--- config.mk ---
export PLATFORM = sky130hd
export DESIGN_NAME = multi_key_debounce_autorepeat_unit
export DESIGN_NICKNAME = d
export VERILOG_FILES = /design/src/rtl/mkdar_pkg.sv /design/src/rtl/multi_key_debounce_autorepeat_unit.sv
export SDC_FILE = /design/constraint.sdc
export NUM_CORES = 2
export LEC_CHECK = 0
export BUFFER_PORTS_ARGS = -buffer_cell sky130_fd_sc_hd__buf_2
export CORE_ASPECT_RATIO = 1.5
export CORE_MARGIN = 2
export CORE_UTILIZATION = 40
export CTS_CLUSTER_DIAMETER = 200
export CTS_CLUSTER_SIZE = 10
export DETAILED_ROUTE_END_ITERATION = 7
export HOLD_SLACK_MARGIN = 0.03
export SETUP_SLACK_MARGIN = 0.5
export SYNTH_ARGS = -nofsm -noshare
export SYNTH_HDL_FRONTEND = slang
export SYNTH_SLANG_ARGS = --single-unit
--- constraint.sdc ---
create_clock -name i_clk -period 11.4 [get_ports i_clk]
set_clock_uncertainty 0.05 [all_clocks]
set_input_delay 1.14 -clock i_clk [delete_from_list [all_inputs] [get_ports i_clk]]
set_output_delay 1.14 -clock i_clk [all_outputs]
set_load 0.03 [all_outputs]
--- src/rtl/mkdar_pkg.sv ---
// Shared constants and types for the multi-key debounce and auto-repeat unit.
`default_nettype none

package mkdar_pkg;

    // Key count and event queue depth.
    localparam int NUM_KEYS    = 10;
    localparam int QUEUE_DEPTH = 16;

    // Fixed field widths.
    localparam int KEY_W   = 4;
    localparam int CNT_W   = 4;
    localparam int TMR_W   = 16;
    localparam int DROP_W  = 4;
    localparam int CFG_W   = 16;
    localparam int CFG_IDX_W = 2;

    // Derived widths for the queue and the push compaction.
    localparam int CAND_N = 2 * NUM_KEYS;
    localparam int POS_W  = $clog2(CAND_N + 1);
    localparam int QPTR_W = (QUEUE_DEPTH > 1) ? $clog2(QUEUE_DEPTH) : 1;
    localparam int QSUM_W = QPTR_W + 1;
    localparam int CMP_W  = (POS_W > QSUM_W) ? POS_W : QSUM_W;

    // Configuration register indexes.
    localparam logic [CFG_IDX_W-1:0] CFG_DEBOUNCE = 2'd0;
    localparam logic [CFG_IDX_W-1:0] CFG_DELAY    = 2'd1;
    localparam logic [CFG_IDX_W-1:0] CFG_RATE     = 2'd2;

    // Configuration reset values.
    localparam logic [CNT_W-1:0] RST_DEBOUNCE = 4'd3;
    localparam logic [TMR_W-1:0] RST_DELAY    = 16'd100;
    localparam logic [TMR_W-1:0] RST_RATE     = 16'd20;

    // Word function codes.
    localparam logic FUNC_SCAN = 1'b0;
    localparam logic FUNC_POP  = 1'b1;

    // Auto-repeat phase of one key.
    typedef enum logic [1:0] {
        PH_IDLE   = 2'd0,
        PH_DELAY  = 2'd1,
        PH_REPEAT = 2'd2
    } t_phase;

endpackage

`default_nettype wire

--- src/rtl/multi_key_debounce_autorepeat_unit.sv ---
// Top level of the multi-key debounce and auto-repeat unit with its event queue.
// A word accepted into the input register is computed and its result is presented from
// the result register, which holds it while the output side stalls.
// Throughput: one word per cycle while the output is not stalled; all keys update in
// parallel and queue pushes are compacted by a prefix count in the single compute stage.
// Reset (synchronous, active low) clears keys, timers, queue pointers and the
// configuration registers to their defaults; queue entries are not cleared.
`default_nettype none

module multi_key_debounce_autorepeat_unit
    import mkdar_pkg::*;
(
    input  wire logic                  i_clk,
    input  wire logic                  i_rst_n,
    // Configuration write port.
    input  wire logic                  i_cfg_we,
    input  wire logic [CFG_IDX_W-1:0]  i_cfg_idx,
    input  wire logic [CFG_W-1:0]      i_cfg_data,
    // Input channel.
    input  wire logic                  i_in_valid,
    output logic                       o_in_stall,
    input  wire logic                  i_func,
    input  wire logic [NUM_KEYS-1:0]   i_raw_keys,
    // Output channel.
    output logic                       o_out_valid,
    input  wire logic                  i_out_stall,
    output logic                       o_event_valid,
    output logic [KEY_W-1:0]           o_event_key,
    output logic [NUM_KEYS-1:0]        o_stable_keys,
    output logic                       o_queue_empty,
    output logic [DROP_W-1:0]          o_dropped_events
);

    // Configuration registers.
    logic [CNT_W-1:0] r_debounce;
    logic [TMR_W-1:0] r_delay;
    logic [TMR_W-1:0] r_rate;

    // Input register.
    logic                r_in_valid;
    logic                r_func;
    logic [NUM_KEYS-1:0] r_raw;

    // Key state.
    logic [CNT_W-1:0]    r_cnt   [NUM_KEYS];
    t_phase              r_phase [NUM_KEYS];
    logic [TMR_W-1:0]    r_timer [NUM_KEYS];
    logic [NUM_KEYS-1:0] r_stable;

    // Event queue.
    logic [KEY_W-1:0]  r_store [QUEUE_DEPTH];
    logic [QPTR_W-1:0] r_rd_ptr;
    logic [QPTR_W-1:0] r_wr_ptr;

    // Result register.
    logic                r_out_valid;
    logic                r_ev_valid;
    logic [KEY_W-1:0]    r_ev_key;
    logic [NUM_KEYS-1:0] r_out_stable;
    logic                r_qempty;
    logic [DROP_W-1:0]   r_dropped;

    // Next-state values.
    logic [CNT_W-1:0]    n_cnt   [NUM_KEYS];
    t_phase              n_phase [NUM_KEYS];
    logic [TMR_W-1:0]    n_timer [NUM_KEYS];
    logic [NUM_KEYS-1:0] n_stable;
    logic [QPTR_W-1:0]   n_rd_ptr;
    logic [QPTR_W-1:0]   n_wr_ptr;
    logic                n_ev_valid;
    logic [KEY_W-1:0]    n_ev_key;
    logic [DROP_W-1:0]   n_dropped;

    // Push candidates, presses first and then repeats, each in key order.
    logic [CAND_N-1:0]   w_cand;
    logic [KEY_W-1:0]    w_cand_key  [CAND_N];
    logic [CMP_W-1:0]    w_pos       [CAND_N];
    logic [CAND_N-1:0]   w_push_en;
    logic [QPTR_W-1:0]   w_push_addr [CAND_N];
    logic [NUM_KEYS-1:0] w_press;
    logic [NUM_KEYS-1:0] w_rep_push;

    logic [CMP_W-1:0]    w_count;
    logic [CMP_W-1:0]    w_free;
    logic [CMP_W-1:0]    w_total;
    logic [CMP_W-1:0]    w_accepted;
    logic [CMP_W-1:0]    w_wr_sum;
    logic                w_adv;
    logic                w_in_accept;
    logic                w_scan;
    logic                w_pop;
    logic                w_not_empty;

    // Handshake: the input register moves on when the result register is free or drained.
    assign w_adv       = r_in_valid && (!r_out_valid || !i_out_stall);
    assign o_in_stall  = r_in_valid && !w_adv;
    assign w_in_accept = i_in_valid && !o_in_stall;
    assign w_scan      = w_adv && (r_func == FUNC_SCAN);
    assign w_pop       = w_adv && (r_func == FUNC_POP);
    assign w_not_empty = (r_rd_ptr != r_wr_ptr);

    // Queue fill level and free slots (one slot always stays unused).
    always_comb begin
        if (r_wr_ptr >= r_rd_ptr) begin
            w_count = CMP_W'(r_wr_ptr) - CMP_W'(r_rd_ptr);
        end else begin
            w_count = CMP_W'(r_wr_ptr) + CMP_W'(QUEUE_DEPTH) - CMP_W'(r_rd_ptr);
        end
        w_free = CMP_W'(QUEUE_DEPTH - 1) - w_count;
    end

    // Per-key debounce counter, stable bit, and repeat timer update.
    always_comb begin
        for (int i = 0; i < NUM_KEYS; i++) begin
            n_cnt[i]      = r_cnt[i];
            n_stable[i]   = r_stable[i];
            n_phase[i]    = r_phase[i];
            n_timer[i]    = r_timer[i];
            w_rep_push[i] = 1'b0;

            // Up/down counter with saturation at the debounce count.
            if (r_raw[i]) begin
                if (r_cnt[i] < r_debounce) begin
                    n_cnt[i] = r_cnt[i] + CNT_W'(1);
                    if (n_cnt[i] >= r_debounce) begin
                        n_stable[i] = 1'b1;
                    end
                end
            end else if (r_cnt[i] != '0) begin
                n_cnt[i] = r_cnt[i] - CNT_W'(1);
                if (r_cnt[i] == CNT_W'(1)) begin
                    n_stable[i] = 1'b0;
                    n_phase[i]  = PH_IDLE;
                    n_timer[i]  = '0;
                end
            end

            // A rising stable edge starts the delay phase.
            w_press[i] = n_stable[i] && !r_stable[i];
            if (w_press[i]) begin
                n_phase[i] = PH_DELAY;
                n_timer[i] = r_delay;
            end

            // Timer service for held keys.
            if (n_stable[i] && (n_phase[i] != PH_IDLE)) begin
                if (n_timer[i] != '0) begin
                    n_timer[i] = n_timer[i] - TMR_W'(1);
                end else if (n_phase[i] == PH_DELAY) begin
                    n_phase[i] = PH_REPEAT;
                    n_timer[i] = r_rate;
                end else begin
                    w_rep_push[i] = 1'b1;
                    n_timer[i]    = r_rate;
                end
            end
        end
    end

    // Push compaction: each candidate takes the slot given by its prefix count.
    always_comb begin
        w_cand = {w_rep_push, w_press};
        for (int j = 0; j < CAND_N; j++) begin
            w_cand_key[j]  = KEY_W'(j % NUM_KEYS);
            w_pos[j]       = CMP_W'($countones(w_cand & ((CAND_N'(1) << j) - CAND_N'(1))));
            w_push_en[j]   = w_cand[j] && (w_pos[j] < w_free);
            w_wr_sum       = CMP_W'(r_wr_ptr) + w_pos[j];
            if (w_wr_sum >= CMP_W'(QUEUE_DEPTH)) begin
                w_wr_sum = w_wr_sum - CMP_W'(QUEUE_DEPTH);
            end
            w_push_addr[j] = w_wr_sum[QPTR_W-1:0];
        end
        w_total    = CMP_W'($countones(w_cand));
        w_accepted = (w_total < w_free) ? w_total : w_free;
        w_wr_sum   = CMP_W'(r_wr_ptr) + w_accepted;
        if (w_wr_sum >= CMP_W'(QUEUE_DEPTH)) begin
            w_wr_sum = w_wr_sum - CMP_W'(QUEUE_DEPTH);
        end
    end

    // Pointer updates and result fields.
    always_comb begin
        n_rd_ptr   = r_rd_ptr;
        n_wr_ptr   = r_wr_ptr;
        n_ev_valid = 1'b0;
        n_ev_key   = '0;
        n_dropped  = '0;
        if (r_func == FUNC_POP) begin
            if (w_not_empty) begin
                n_ev_valid = 1'b1;
                n_ev_key   = r_store[r_rd_ptr];
                n_rd_ptr   = (r_rd_ptr == QPTR_W'(QUEUE_DEPTH - 1)) ? '0
                                                                    : r_rd_ptr + QPTR_W'(1);
            end
        end else begin
            n_wr_ptr  = w_wr_sum[QPTR_W-1:0];
            n_dropped = DROP_W'(w_total - w_accepted);
        end
    end

    // Configuration registers.
    always_ff @(posedge i_clk) begin
        if (!i_rst_n) begin
            r_debounce <= RST_DEBOUNCE;
            r_delay    <= RST_DELAY;
            r_rate     <= RST_RATE;
        end else if (i_cfg_we) begin
            case (i_cfg_idx)
                CFG_DEBOUNCE: r_debounce <= i_cfg_data[CNT_W-1:0];
                CFG_DELAY:    r_delay    <= i_cfg_data[TMR_W-1:0];
                CFG_RATE:     r_rate     <= i_cfg_data[TMR_W-1:0];
                default: begin
                end
            endcase
        end
    end

    // Input register.
    always_ff @(posedge i_clk) begin
        if (!i_rst_n) begin
            r_in_valid <= 1'b0;
        end else if (w_in_accept) begin
            r_in_valid <= 1'b1;
        end else if (w_adv) begin
            r_in_valid <= 1'b0;
        end
        if (w_in_accept) begin
            r_func <= i_func;
            r_raw  <= i_raw_keys;
        end
    end

    // Key state and queue pointers.
    always_ff @(posedge i_clk) begin
        if (!i_rst_n) begin
            for (int i = 0; i < NUM_KEYS; i++) begin
                r_cnt[i]   <= '0;
                r_phase[i] <= PH_IDLE;
                r_timer[i] <= '0;
            end
            r_stable <= '0;
            r_rd_ptr <= '0;
            r_wr_ptr <= '0;
        end else begin
            if (w_scan) begin
                for (int i = 0; i < NUM_KEYS; i++) begin
                    r_cnt[i]   <= n_cnt[i];
                    r_phase[i] <= n_phase[i];
                    r_timer[i] <= n_timer[i];
                end
                r_stable <= n_stable;
                r_wr_ptr <= n_wr_ptr;
            end
            if (w_pop) begin
                r_rd_ptr <= n_rd_ptr;
            end
        end
    end

    // Event store: up to one word per candidate is written, each at its own slot.
    always_ff @(posedge i_clk) begin
        if (w_scan) begin
            for (int j = 0; j < CAND_N; j++) begin
                if (w_push_en[j]) begin
                    r_store[w_push_addr[j]] <= w_cand_key[j];
                end
            end
        end
    end

    // Result register.
    always_ff @(posedge i_clk) begin
        if (!i_rst_n) begin
            r_out_valid <= 1'b0;
        end else if (w_adv) begin
            r_out_valid <= 1'b1;
        end else if (!i_out_stall) begin
            r_out_valid <= 1'b0;
        end
        if (w_adv) begin
            r_ev_valid   <= n_ev_valid;
            r_ev_key     <= n_ev_key;
            r_out_stable <= (r_func == FUNC_SCAN) ? n_stable : r_stable;
            r_qempty     <= (n_rd_ptr == n_wr_ptr);
            r_dropped    <= n_dropped;
        end
    end

    assign o_out_valid      = r_out_valid;
    assign o_event_valid    = r_ev_valid;
    assign o_event_key      = r_ev_key;
    assign o_stable_keys    = r_out_stable;
    assign o_queue_empty    = r_qempty;
    assign o_dropped_events = r_dropped;

`ifndef SYNTHESIS
    // Summary vectors for the checks below.
    logic [NUM_KEYS-1:0] w_chk_cnt_nz;
    logic [NUM_KEYS-1:0] w_chk_active;

    always_comb begin
        for (int i = 0; i < NUM_KEYS; i++) begin
            w_chk_cnt_nz[i] = (r_cnt[i] != '0);
            w_chk_active[i] = (r_phase[i] != PH_IDLE);
        end
    end

    // A key in the delay or repeat phase must be stable-pressed.
    a_active_is_stable: assert property (@(posedge i_clk) disable iff (!i_rst_n)
        (w_chk_active & ~r_stable) == '0)
        else $error("repeat phase active on a released key");

    // A stable-pressed key always has a nonzero debounce counter.
    a_stable_has_count: assert property (@(posedge i_clk) disable iff (!i_rst_n)
        (r_stable & ~w_chk_cnt_nz) == '0)
        else $error("stable key with zero debounce counter");

    // Events are dropped only when the scan leaves the queue full.
    a_drop_only_full: assert property (@(posedge i_clk) disable iff (!i_rst_n)
        w_scan |=> (o_dropped_events == '0) ||
                   (w_count == CMP_W'(QUEUE_DEPTH - 1)))
        else $error("event dropped while the queue had room");
`endif

endmodule

`default_nettype wire

==> flow_metrics.tcl <==
set metrics [dict create \
    grt_use_total_pct 33.85 \
    cts_made_buffers 43 \
    viasPerCell 6.528 \
    drt-total-wl_um 176300 \
    status "finished clean" \
    met2_usage_pct 56.06 \
    reg2reg_slack_ns 0.82 \
    grt_pass1_vias 38940 \
    finalHoldViolations 0 \
    firstDrtPassIters 6 \
    clk_root_buffer_cell "clkbuf_16" \
    max_freq_mhz 94.50 \
    htreeDepth 2 \
    antenna_found_initial 3 \
    synth_seq_cells 371 \
    rsz0062_at_grt "no" \
    ant_nets 0 \
    synth_area_sq_um 39930 \
    clk_latency_ns 0.66 \
    drc_errors 0 \
    cts.sinks 371 \
    async_reset_ff_share_pct 0 \
    grt_pass1_wl_um 257600 \
    cap_violations 0 \
    fp.dieH_um 390.9 \
    worstMarginPinSlew_ns 1.327 \
    wl_per_cell_um 28.38 \
    p_total_mw 6.250 \
    synth-edff-count 251 \
    crit_fanout 16 \
    drive_gt1_share_pct 8.572 \
    grt_busiest_layer "met2" \
    cp.required_ns 11.89 \
    drv_slew 0 \
    io-pin-count 56 \
    syn-instance-count 4937 \
    coreArea_sq_um 98790 \
    max_slew_margin_pct 11.44 \
    vias 40550 \
    cts_hold_buf 0 \
    use_met1_pct 35.90 \
    cts_tree "yes" \
    crit_slowest_cell "fa_1" \
    hold_path.class "reg -> reg" \
    yosys_warnings 0 \
    ys.flop_type "edfxtp_1" \
    start_util_pct 40.41 \
    p_leak_nw 17.70 \
    min_period_ns 10.58 \
    path_class "reg -> reg" \
    path_clk_slew_ns 0.07 \
    fin_nets 5303 \
    period_share_pct 92.83 \
    place_congestion 1.096 \
    setup_violations 0 \
    startpoint_type "flip-flop" \
    grtUsageMet3_pct 6.786 \
    syn2layout_area_growth_pct 8.421 \
    drt_first_iter_violations 4057 \
    io_buffers 55 \
    synth_area_per_cell_sq_um 8.087 \
    fin_tns_setup_ns 0 \
    yosysSeqAreaShare_pct 24.90 \
    power.density_nw_per_um2 144.4 \
    slowest_delay_ns 0.89 \
    rows 141 \
    irDropWorstVdd_mv 0.1519 \
    clk_path_buf_depth 3 \
    synth_cell_types 113 \
    die_area_sq_um 102400 \
    hpwl_um 129400 \
    cp.arrival_ns 11.07 \
    cp_common_cell "ha_1" \
    overflow 0 \
    grt_max_degree 191 \
    synth_nets 5350 \
    die_w_um 262.0 \
    end_kind "flip-flop" \
]
## registers in the layout, summed over array words and instances (netlist names), 4 cells and up
name,flops
r_timer,160
r_store,64
r_cnt,40
r_phase,20
r_delay,16
r_rate,16
o_stable_keys,10
r_raw,10
r_stable,10
o_dropped_events,4
o_event_key,4
r_debounce,4
r_rd_ptr,4
r_wr_ptr,4
## cell families (layout without fill, tap and decap cells)
family                     after synthesis  count (layout)  share of synthesized area, %
buffers and inverters                  507             493                         4.801
AOI/OAI and AO/OA                     1383            1383                         22.79
adders and majority gates              379             379                         12.85
and+or+nand+nor                       1856            1856                         22.88
other                                    0               2                             0
muxes                                  122             122                         3.808
DFF                                    371             371                         24.90
xor gates and xnor gates               319             319                         7.979
## critical path: cells and delay by family (launching register included)
| family | cells | cell delay, ns |
|---|---|---|
| AND/OR/NAND/NOR | 7 | 2.85 |
| adder cells (fa/ha/maj) | 7 | 2.80 |
| AO/OA/AOI/OAI | 9 | 2.55 |
| buffers and inverters | 8 | 1.57 |
| flip-flops | 1 | 0.49 |
| XOR/XNOR | 1 | 0.15 |
## repair_timing
item                                    CTS  global route
endpoints found under the setup margin    0            53
buffers inserted                          0            11
gates resized for setup                   0            17
## metal layers
| layer | vias up | part of all wire, % |
|---|---|---|
| li1 | 18160 | - |
| met1 | 19330 | 34 |
| met2 | 2211 | 46 |
| met3 | 858 | 8.0 |
| met4 | 0 | 12 |
| met5 | - | 0 |
## placed cells by master (no fill, tap or decap), types with 27 or more instances in the layout
cell / n
edfxtp_1: 251
a21o_1: 70
a211oi_1: 62
o22ai_1: 30
a221oi_1: 47
nand4_1: 36
nor4_1: 49
nand2b_1: 46
nand2_1: 469
xnor2_1: 187
nor2b_1: 30
mux2i_1: 68
ha_1: 326
nor2_1: 478
o21a_1: 41
a21oi_1: 386
clkbuf_16: 44
a22oi_1: 32
inv_1: 195
o21ai_1: 27
nor3_1: 129
or3_1: 47
nand3_1: 209
mux2_2: 29
and3_1: 127
fa_1: 52
buf_2: 55
xor2_1: 97
o21ai_0: 257
clkbuf_1: 30
or4_1: 29
o211ai_1: 63
buf_4: 149
and2_1: 59
a31oi_1: 66
dfxtp_1: 119
## report_power, final
group | leakage [nW] | internal [mW] | switching (mW)
Combinational | 13.5 | 1.16 | 2.05
Sequential | 3.58 | 1.56 | 0.102
Clock | 0.606 | 0.728 | 0.655
## path summary, 6_finish.rpt
path                  start             end  depth (start not counted)
max reg2reg     r_cnt[0][0]   r_store[3][0]                         32
min reg2reg  r_store[15][3]  r_store[15][3]                          1
min          r_store[15][3]  r_store[15][3]                          1
max             r_cnt[0][0]   r_store[3][0]                         32
## per-stage QoR
step / util [%] / area (sq um) / hold WS (ns) / setup WS [ns] / instances
3_5_place_dp: 42.36 / 41850 / 0.3937 / 0.7393 / 6121
6_report: 43.82 / 43290 / 0.4120 / 0.8176 / 6212
4_1_cts: 43.64 / 43110 / 0.4067 / 0.6803 / 6199
2_1_floorplan: - / 39930 / 0.3707 / 0.8942 / 4937
3_3_place_gp: 42.36 / 41850 / 0.3877 / 0.9175 / 6121
5_1_grt: 43.81 / 43280 / 0.4408 / 0.4730 / 6210
## cell type report
type	instances	area, sq um
clock inverter	4	55.05
tap	1287	1610
multi-input combinational	4059	28220
sequential	371	9941
inverter	208	792.0
fill	10060	55510
timing repair buffer	207	1454
clock buffer	74	1214
antenna	2	5.005
## cells in the mapped netlist (29+ instances only)
| master | instances | area share (%) |
|---|---|---|
| a21o_1 | 70 | 1.3 |
| xor2_1 | 98 | 2.1 |
| a211oi_1 | 63 | 1.2 |
| o21a_1 | 41 | 0.77 |
| or4_1 | 29 | 0.55 |
| nand4_1 | 36 | 0.56 |
| ha_1 | 327 | 10 |
| nor4_1 | 53 | 0.83 |
| a31oi_1 | 68 | 1.1 |
| buf_1 | 37 | 0.35 |
| o22ai_1 | 30 | 0.47 |
| and3_1 | 127 | 2.0 |
| edfxtp_1 | 251 | 19 |
| o211ai_1 | 63 | 1.2 |
| nand3_1 | 209 | 2.6 |
| nor2_1 | 480 | 4.5 |
| o21ai_0 | 261 | 3.3 |
| a21oi_1 | 388 | 4.9 |
| nand2b_1 | 47 | 0.74 |
| nor3_1 | 131 | 1.6 |
| nor2b_1 | 32 | 0.50 |
| a22oi_1 | 32 | 0.60 |
| and2_1 | 60 | 0.94 |
| or3_1 | 47 | 0.74 |
| a221oi_1 | 47 | 1.0 |
| clkbuf_1 | 251 | 2.4 |
| nand2_1 | 471 | 4.4 |
| mux2i_1 | 70 | 1.8 |
| fa_1 | 52 | 2.6 |
| inv_1 | 197 | 1.9 |
| xnor2_1 | 189 | 4.1 |
| dfxtp_1 | 120 | 6.0 |
| mux2_2 | 29 | 0.82 |
Power figures use the tool's default switching activity.
